<file path="src/rtl/lfu_pkg.sv">
// ----------------------------------------------------------------------------
// lfu_pkg
// Shared types and constants for the LFU key/value cache table.
// ----------------------------------------------------------------------------
package lfu_pkg;

	localparam int KeyBits        = 32;
	localparam int ValueBits      = 32;
	localparam int UsesBits       = 32;
	localparam int CapBits        = 5;
	localparam int DefaultEntries = 16;
	localparam logic [CapBits-1:0] CapReset = CapBits'(16);

	typedef struct packed {
		logic                 req_type;
		logic [KeyBits-1:0]   lookup_key;
		logic [ValueBits-1:0] write_value;
	} req_t;

	typedef struct packed {
		logic                 hit;
		logic [ValueBits-1:0] read_value;
		logic                 evicted;
		logic [KeyBits-1:0]   evicted_key;
	} rsp_t;

	typedef struct packed {
		logic [KeyBits-1:0]   key;
		logic [ValueBits-1:0] value;
		logic [UsesBits-1:0]  uses;
	} entry_t;

	typedef enum logic [3:0] {
		ST_IDLE,
		ST_SCAN,
		ST_DRAIN,
		ST_DECIDE,
		ST_UPDATE,
		ST_SHIFT,
		ST_SDRAIN,
		ST_APPEND,
		ST_DONE
	} state_t;

	typedef struct packed {
		logic load;
		logic scan_rd;
		logic evict;
		logic shift_rd;
		logic upd_wr;
		logic append_wr;
	} ctl_cmd_t;

	typedef struct packed {
		logic fill_zero;
		logic scan_last;
		logic shift_last;
		logic shift_none;
		logic hit;
		logic is_set;
		logic need_evict;
	} ctl_sts_t;

endpackage

</file>
<file path="src/rtl/lfu_ctrl.sv">
// ----------------------------------------------------------------------------
// lfu_ctrl
// Sequencer for one transaction: scan, decide, then update, append, or shift and append.
// ----------------------------------------------------------------------------
module lfu_ctrl (
	input  logic              clk,
	input  logic              arst_n,
	input  logic              start,
	input  lfu_pkg::ctl_sts_t sts,
	output lfu_pkg::ctl_cmd_t cmd,
	output logic              busy,
	output logic              done
);
	import lfu_pkg::*;

	state_t state_q;
	state_t state_nxt;

	always_ff @(posedge clk or negedge arst_n) begin
		if (!arst_n) begin
			state_q <= ST_IDLE;
		end else begin
			state_q <= state_nxt;
		end
	end

	always_comb begin
		state_nxt = state_q;
		unique case (state_q)
			ST_IDLE: begin
				if (start) begin
					state_nxt = sts.fill_zero ? ST_DECIDE : ST_SCAN;
				end
			end
			ST_SCAN: begin
				if (sts.scan_last) begin
					state_nxt = ST_DRAIN;
				end
			end
			ST_DRAIN:  state_nxt = ST_DECIDE;
			ST_DECIDE: begin
				priority if (sts.hit) begin
					state_nxt = ST_UPDATE;
				end else if (!sts.is_set) begin
					state_nxt = ST_DONE;
				end else if (sts.need_evict && !sts.shift_none) begin
					state_nxt = ST_SHIFT;
				end else begin
					state_nxt = ST_APPEND;
				end
			end
			ST_UPDATE: state_nxt = ST_DONE;
			ST_SHIFT: begin
				if (sts.shift_last) begin
					state_nxt = ST_SDRAIN;
				end
			end
			ST_SDRAIN: state_nxt = ST_APPEND;
			ST_APPEND: state_nxt = ST_DONE;
			ST_DONE:   state_nxt = ST_IDLE;
			default:   state_nxt = ST_IDLE;
		endcase
	end

	always_comb begin
		cmd  = '0;
		busy = 1'b1;
		done = 1'b0;
		unique case (state_q)
			ST_IDLE: begin
				busy     = 1'b0;
				cmd.load = start;
			end
			ST_SCAN:   cmd.scan_rd = 1'b1;
			ST_DECIDE: cmd.evict = !sts.hit && sts.is_set && sts.need_evict;
			ST_UPDATE: cmd.upd_wr = 1'b1;
			ST_SHIFT:  cmd.shift_rd = 1'b1;
			ST_APPEND: cmd.append_wr = 1'b1;
			ST_DONE:   done = 1'b1;
			default: begin
			end
		endcase
	end

endmodule

</file>
<file path="src/rtl/lfu_dpath.sv">
// ----------------------------------------------------------------------------
// lfu_dpath
// Entry memory, scan compare, least-used tracking, shift and append datapath.
// ----------------------------------------------------------------------------
module lfu_dpath #(
	parameter int ENTRIES = lfu_pkg::DefaultEntries
) (
	input  logic                        clk,
	input  logic                        arst_n,
	input  lfu_pkg::req_t               req,
	input  lfu_pkg::ctl_cmd_t           cmd,
	output lfu_pkg::ctl_sts_t           sts,
	output lfu_pkg::rsp_t               rsp,
	input  logic                        cfg_valid,
	output logic                        cfg_ready,
	input  logic [lfu_pkg::CapBits-1:0] cfg_data
);
	import lfu_pkg::*;

	localparam int IdxW = (ENTRIES > 1) ? $clog2(ENTRIES) : 1;
	localparam int CntW = $clog2(ENTRIES + 1);
	localparam int CmpW = (CntW > CapBits) ? CntW : CapBits;
	localparam logic [CmpW-1:0] EntLim = CmpW'(ENTRIES);
	localparam logic [CmpW-1:0] OneCmp = CmpW'(1);

	entry_t mem [ENTRIES];

	req_t               req_q;
	logic [CntW-1:0]    fill_q;
	logic [CapBits-1:0] cap_q;
	logic [CntW-1:0]    cnt_q;
	logic               rd_vld_s1;
	logic               rd_shift_s1;
	logic [IdxW-1:0]    rd_idx_s1;
	entry_t             rd_data_s1;
	logic               match_q;
	logic [IdxW-1:0]    match_idx_q;
	entry_t             match_ent_q;
	logic [IdxW-1:0]    min_idx_q;
	logic [UsesBits-1:0] min_uses_q;
	logic [KeyBits-1:0] min_key_q;
	logic               evicted_q;

	logic [CntW-1:0]    cnt_nxt;
	logic [CntW-1:0]    fill_m1;
	logic               rd_en;
	logic [IdxW-1:0]    rd_addr;
	logic               wr_en;
	logic [IdxW-1:0]    wr_addr;
	entry_t             wr_data;
	logic               scan_vld;
	logic [CmpW-1:0]    cap_ext;
	logic [CmpW-1:0]    eff_cap;

	assign cnt_nxt = cnt_q + 1'b1;
	assign fill_m1 = fill_q - 1'b1;
	assign rd_en   = cmd.scan_rd || cmd.shift_rd;
	assign rd_addr = cmd.shift_rd ? cnt_nxt[IdxW-1:0] : cnt_q[IdxW-1:0];
	assign scan_vld = rd_vld_s1 && !rd_shift_s1;

	always_comb begin
		wr_en   = 1'b0;
		wr_addr = match_idx_q;
		wr_data = match_ent_q;
		priority if (rd_vld_s1 && rd_shift_s1) begin
			wr_en   = 1'b1;
			wr_addr = rd_idx_s1;
			wr_data = rd_data_s1;
		end else if (cmd.upd_wr) begin
			wr_en   = 1'b1;
			wr_addr = match_idx_q;
			if (req_q.req_type) begin
				wr_data.value = req_q.write_value;
			end
			if (match_ent_q.uses != '1) begin
				wr_data.uses = match_ent_q.uses + 1'b1;
			end
		end else if (cmd.append_wr) begin
			wr_en         = 1'b1;
			wr_addr       = fill_q[IdxW-1:0];
			wr_data.key   = req_q.lookup_key;
			wr_data.value = req_q.write_value;
			wr_data.uses  = UsesBits'(1);
		end
	end

	always_ff @(posedge clk) begin
		if (wr_en) begin
			mem[wr_addr] <= wr_data;
		end
		if (rd_en) begin
			rd_data_s1 <= mem[rd_addr];
		end
	end

	always_ff @(posedge clk or negedge arst_n) begin
		if (!arst_n) begin
			cap_q       <= CapReset;
			fill_q      <= '0;
			cnt_q       <= '0;
			rd_vld_s1   <= 1'b0;
			rd_shift_s1 <= 1'b0;
			match_q     <= 1'b0;
			evicted_q   <= 1'b0;
		end else begin
			if (cfg_valid) begin
				cap_q <= cfg_data;
			end
			rd_vld_s1   <= rd_en;
			rd_shift_s1 <= cmd.shift_rd;
			if (cmd.load) begin
				cnt_q     <= '0;
				match_q   <= 1'b0;
				evicted_q <= 1'b0;
			end else if (cmd.evict) begin
				cnt_q     <= CntW'(min_idx_q);
				evicted_q <= 1'b1;
			end else if (cmd.scan_rd || cmd.shift_rd) begin
				cnt_q <= cnt_nxt;
			end
			if (scan_vld && (rd_data_s1.key == req_q.lookup_key)) begin
				match_q <= 1'b1;
			end
			if (cmd.evict) begin
				fill_q <= fill_m1;
			end else if (cmd.append_wr) begin
				fill_q <= fill_q + 1'b1;
			end
		end
	end

	always_ff @(posedge clk) begin
		if (cmd.load) begin
			req_q <= req;
		end
		rd_idx_s1 <= cnt_q[IdxW-1:0];
		if (scan_vld && !match_q && (rd_data_s1.key == req_q.lookup_key)) begin
			match_idx_q <= rd_idx_s1;
			match_ent_q <= rd_data_s1;
		end
		if (scan_vld && ((rd_idx_s1 == '0) || (rd_data_s1.uses < min_uses_q))) begin
			min_idx_q  <= rd_idx_s1;
			min_uses_q <= rd_data_s1.uses;
			min_key_q  <= rd_data_s1.key;
		end
	end

	assign cap_ext = CmpW'(cap_q);

	always_comb begin
		priority if (cap_q == '0) begin
			eff_cap = OneCmp;
		end else if (cap_ext > EntLim) begin
			eff_cap = EntLim;
		end else begin
			eff_cap = cap_ext;
		end
	end

	assign sts.fill_zero  = (fill_q == '0);
	assign sts.scan_last  = (cnt_q == fill_m1);
	assign sts.shift_last = (cnt_nxt == fill_q);
	assign sts.shift_none = (CntW'(min_idx_q) == fill_m1);
	assign sts.hit        = match_q;
	assign sts.is_set     = req_q.req_type;
	assign sts.need_evict = (fill_q != '0) && (CmpW'(fill_q) >= eff_cap);

	assign rsp.hit         = match_q;
	assign rsp.read_value  = (match_q && !req_q.req_type) ? match_ent_q.value : '0;
	assign rsp.evicted     = evicted_q;
	assign rsp.evicted_key = evicted_q ? min_key_q : '0;

	assign cfg_ready = 1'b1;

endmodule

</file>
<file path="src/rtl/lfu_cache_table.sv">
// ----------------------------------------------------------------------------
// lfu_cache_table
// Least-frequently-used key/value cache with a configurable capacity.
// ----------------------------------------------------------------------------
// One transaction at a time: start is taken when busy is low, and the result
// appears on rsp for exactly one cycle with done high; there is no result
// backpressure, so the receiver must capture it in that cycle. A transaction
// runs a scan with one memory read per entry, a read drain, decide, update or
// append, and respond; a get that misses goes from decide to respond. A set
// that evicts an older entry first moves the entries above the evicted one
// down one per cycle (one read and one write of the entry memory each cycle)
// and then appends; a set that evicts the newest entry appends without moving
// any. With an empty table the scan and its drain are skipped. The next
// transaction can be taken in the cycle after done. The capacity register may
// be written only while busy is low.
// ----------------------------------------------------------------------------
module lfu_cache_table #(
	parameter int ENTRIES = lfu_pkg::DefaultEntries
) (
	input  logic                        clk,
	input  logic                        arst_n,
	input  logic                        start,
	output logic                        busy,
	input  lfu_pkg::req_t               req,
	output logic                        done,
	output lfu_pkg::rsp_t               rsp,
	input  logic                        cfg_valid,
	output logic                        cfg_ready,
	input  logic [lfu_pkg::CapBits-1:0] cfg_data
);
	import lfu_pkg::*;

	ctl_cmd_t cmd;
	ctl_sts_t sts;

	lfu_ctrl u_ctrl (
		.clk    (clk),
		.arst_n (arst_n),
		.start  (start),
		.sts    (sts),
		.cmd    (cmd),
		.busy   (busy),
		.done   (done)
	);

	lfu_dpath #(
		.ENTRIES (ENTRIES)
	) u_dpath (
		.clk       (clk),
		.arst_n    (arst_n),
		.req       (req),
		.cmd       (cmd),
		.sts       (sts),
		.rsp       (rsp),
		.cfg_valid (cfg_valid),
		.cfg_ready (cfg_ready),
		.cfg_data  (cfg_data)
	);

endmodule

</file>
<file path="config.mk">
export PLATFORM = sky130hd
export DESIGN_NAME = lfu_cache_table
export DESIGN_NICKNAME = d
export VERILOG_FILES = /design/src/rtl/lfu_pkg.sv /design/src/rtl/lfu_ctrl.sv /design/src/rtl/lfu_dpath.sv /design/src/rtl/lfu_cache_table.sv
export SDC_FILE = /design/constraint.sdc
export NUM_CORES = 2
export LEC_CHECK = 0
export BUFFER_PORTS_ARGS = -buffer_cell sky130_fd_sc_hd__buf_2
export CAP_MARGIN = 15
export CORE_ASPECT_RATIO = 2
export CORE_MARGIN = 1.5
export CORE_UTILIZATION = 65
export DETAILED_ROUTE_END_ITERATION = 10
export PLACE_DENSITY = 0.91
export SLEW_MARGIN = 20
export SYNTH_ARGS = -nofsm -noshare
export SYNTH_HDL_FRONTEND = slang
export SYNTH_HIERARCHICAL = 1
export SYNTH_SLANG_ARGS = --single-unit
export TNS_END_PERCENT = 1
</file>
<file path="constraint.sdc">
create_clock -name clk -period 12.65 [get_ports clk]
set_input_delay 0 -clock clk [delete_from_list [all_inputs] [get_ports clk]]
set_output_delay 0 -clock clk [all_outputs]
set_load 0.03 [all_outputs]
</file>
==> run metrics <==
outcome finished, violations left; failing checks DRC; total grt overflow 0; grt met3 use 0.1022; cts bufs inserted 151; GPL Wtd Cong 0.8475; number of synthesized register bits 1,892; met1 usage 0.4597; Commonest cells post-synth 1,865 x edfxtp_1, 480 x mux4_2, 174 x nand2_1; Final Util 0.7403; Peak VDD IR 0.2324 mV; via count 40,060; area growth from synthesis to layout 13.12%; IO Pins 143; Die W 240.6 um; Final Power 0.01811 W; CP Class reg -> reg; Leakage Power 27.20 nW; CP arrival 6730 ps; pwr dens 218.2 nW/um^2; endpoints failing hold 0; post-route ant nets 0; ys flop type edfxtp_1; distinct cell type count of the synthesized netlist 63; crit-path most repeated cell buf_4; Initial DRC Count 7,627; root buffer cell clkbuf_16; Mapped Cells 3,393; GR Util met2 0.5991; H-Tree Depth 4; gr usage total 0.3738; max cap viols 0; starting density of the core 0.6544; Slew headroom 0.1629; slowest CP cell buf_4; CP peak stage delay 850 ps; Tmin final 6326 ps; clk_lat worst skew 810 ps; WL/cell 38.76 um; crit start category flip-flop; DP HPWL 97,320 um; R2R cell count 10; RSZ-0062 raised after global routing false; total number of yosys warnings 6; fmax 158.1 MHz; Synth area leaders edfxtp_1 76%, mux4_2 15%, nand2_1 0.89%, dfrtp_1 0.75%, ha_1 0.70%; Post-Syn Area 73,370 um^2; fin. max-slew vios 0; Post-Route Skew 47.70 ps; setup repair bufs after CTS 0; crit path cell chain nand2b_1, nor2_1, nor2b_4, buf_4, mux2i_1, a21oi_1, nand2_1, nor2_4, buf_4, buf_4; die area 115,000 um^2; Yosys top cell area share 0.7633; die height 478.1 um; Slew @ Worst Pin 1256 ps; largest net degree at the start of global routing 162; # nets final 3,879; EDFF count, synth 1,865; Max FO, Critical Path 45; most frequent cell after synthesis edfxtp_1; initial antenna violation count 10; Hold Path Class in -> async; Final period util 0.5001; post-synth net total 3,508; DRT Pass-1 Iters 11; layout cells sized above 1 0.2657; CTS tree yes; GRT busiest layer met2; PortBufs 141; Critical Path End Type flip-flop; final setup fails 0; CTS Sinks 1,892; Rows 174; CTS clk-pin slew, worst paths 70 ps; FFs w/ async S/R, synth 0.01216; CP required 13,060 ps; Via density 7.450; Post-route DRC 3; core area 112,100 um^2; Seq/Total Area, Yosys 0.7722; vias in the first global route 41,510; final WL 208,400 um; first-pass GRT wire length 297,300 um; syn avg cell area 21.62 um^2; CTS max path bufs 3; Yosys top cell by area edfxtp_1; setup_tns 0 ps
logic make-up after synthesis:
group / share of synthesized area
multiplexers: 0.1560
adder cells (fa/ha/maj): 0.006992
other: 0.00005111
XOR/XNOR: 0.006804
buffers and inverters: 0.01235
flip-flops: 0.7722
AO/OA/AOI/OAI: 0.01530
AND/OR/NAND/NOR: 0.03032
cell usage in the layout (no fill, tap or decap), types with 6 or more instances in the layout:
cell,netlist,layout
a211oi_1,6,6
a21o_1,14,14
a21oi_1,40,35
a31oi_1,41,13
a31oi_2,0,28
and2_1,67,66
and3_1,8,7
buf_12,0,12
buf_2,51,141
buf_4,5,80
buf_6,2,6
bufinv_16,0,16
clkbuf_1,95,20
clkbuf_16,0,156
clkinv_1,0,33
clkinv_2,0,23
dfrtp_1,22,22
dlygate4sd3_1,0,148
edfxtp_1,1865,1865
ha_1,41,41
inv_1,45,44
inv_6,0,9
mux2_2,15,15
mux2i_1,43,42
mux4_2,480,480
nand2_1,174,172
nand2b_1,6,6
nand3_1,25,25
nand4_1,33,33
nor2_1,101,83
nor2_4,0,18
nor3_1,11,9
nor4_1,11,10
o21ai_0,53,38
o21ai_1,2,12
or3_1,6,6
xnor2_1,43,42
xor2_1,14,12
final timing paths:
check,from,to,slack [ps]
setup / recovery,u_ctrl/state_q[2]$_DFFE_PN0P_,u_dpath/mem[4][58]$_DFFE_PP_,6320
hold / removal,arst_n,u_dpath/cnt_q[3]$_DFFE_PN0P_,290
setup reg to reg,u_ctrl/state_q[2]$_DFFE_PN0P_,u_dpath/mem[4][58]$_DFFE_PP_,6320
hold reg to reg,u_dpath/rd_data_s1[57]$_DFFE_PP_,u_dpath/match_ent_q[57]$_DFFE_PP_,510
max in group asynchronous,arst_n,u_dpath/cnt_q[4]$_DFFE_PN0P_,12200
min in group clk,start,u_ctrl/state_q[1]$_DFFE_PN0P_,370
state kept, by name, indices dropped and copies added, names as in the netlist, 4 cells and up:
name	count
u_dpath/min_idx_q	4
u_dpath/rd_data_s1	96
u_dpath/req_q	64
u_dpath/cap_ext	5
u_dpath/cnt_q	5
u_dpath/rd_idx_s1	4
u_dpath/min_uses_q	32
u_dpath/fill_q	5
u_dpath/match_idx_q	4
u_dpath/min_key_q	32
u_ctrl/state_q	4
u_dpath/match_ent_q	96
u_dpath/mem	1536
critical path: cells and delay by family, from the launching register on:
| kind | cells | cell delay, ps |
|---|---|---|
| AOI/OAI and AO/OA | 1 | 330 |
| buffers and inverters | 3 | 2140 |
| DFF | 1 | 680 |
| muxes | 1 | 260 |
| and+or+nand+nor | 5 | 2400 |
through the flow:
| step | worst slack, ps | instances | hold slack [ps] | cell area, um^2 |
|---|---|---|---|---|
| detailed placement | 6753 | 4954 | 28.18 | 76330 |
| global route | 6149 | 5373 | 305.0 | 82990 |
| finish | 6324 | 5377 | 293.1 | 83000 |
| global placement | 7184 | 4954 | 28.89 | 76320 |
| CTS | 6504 | 5368 | 247.0 | 82700 |
| floorplan | 5814 | 3393 | -295.6 | 73370 |
metal layers:
layer  vias up  share of wire
met4         4          0.070
met5         -        0.00012
met3      1009           0.13
li1      14740              -
met2      4387           0.49
met1     19920           0.31
power by group:
group          leakage [nW]  switching [W]  internal, W
clock network          2.39        0.00228      0.00260
registers              17.2       0.000488      0.00779
logic                  7.64        0.00273      0.00223
total                  27.2        0.00549       0.0126
final cells by class:
cell class	instances	area (um^2)
diodes	5	12.51
clock buffers	177	3993
clock inverters	88	874.6
fillers	5421	29120
inverters	45	171.4
multi-input cells	1286	16290
flip-flops and latches	1892	56660
well taps	1496	1872
repair buffers	388	3123
timing repair:
action / in CTS / in global routing
hold buffers: 149 / 0
setup endpoints to repair: 0 / 0
gates resized for setup: 0 / 0
hold endpoints to repair: 130 / 0
Note: power is estimated with default switching activity, not from simulation.
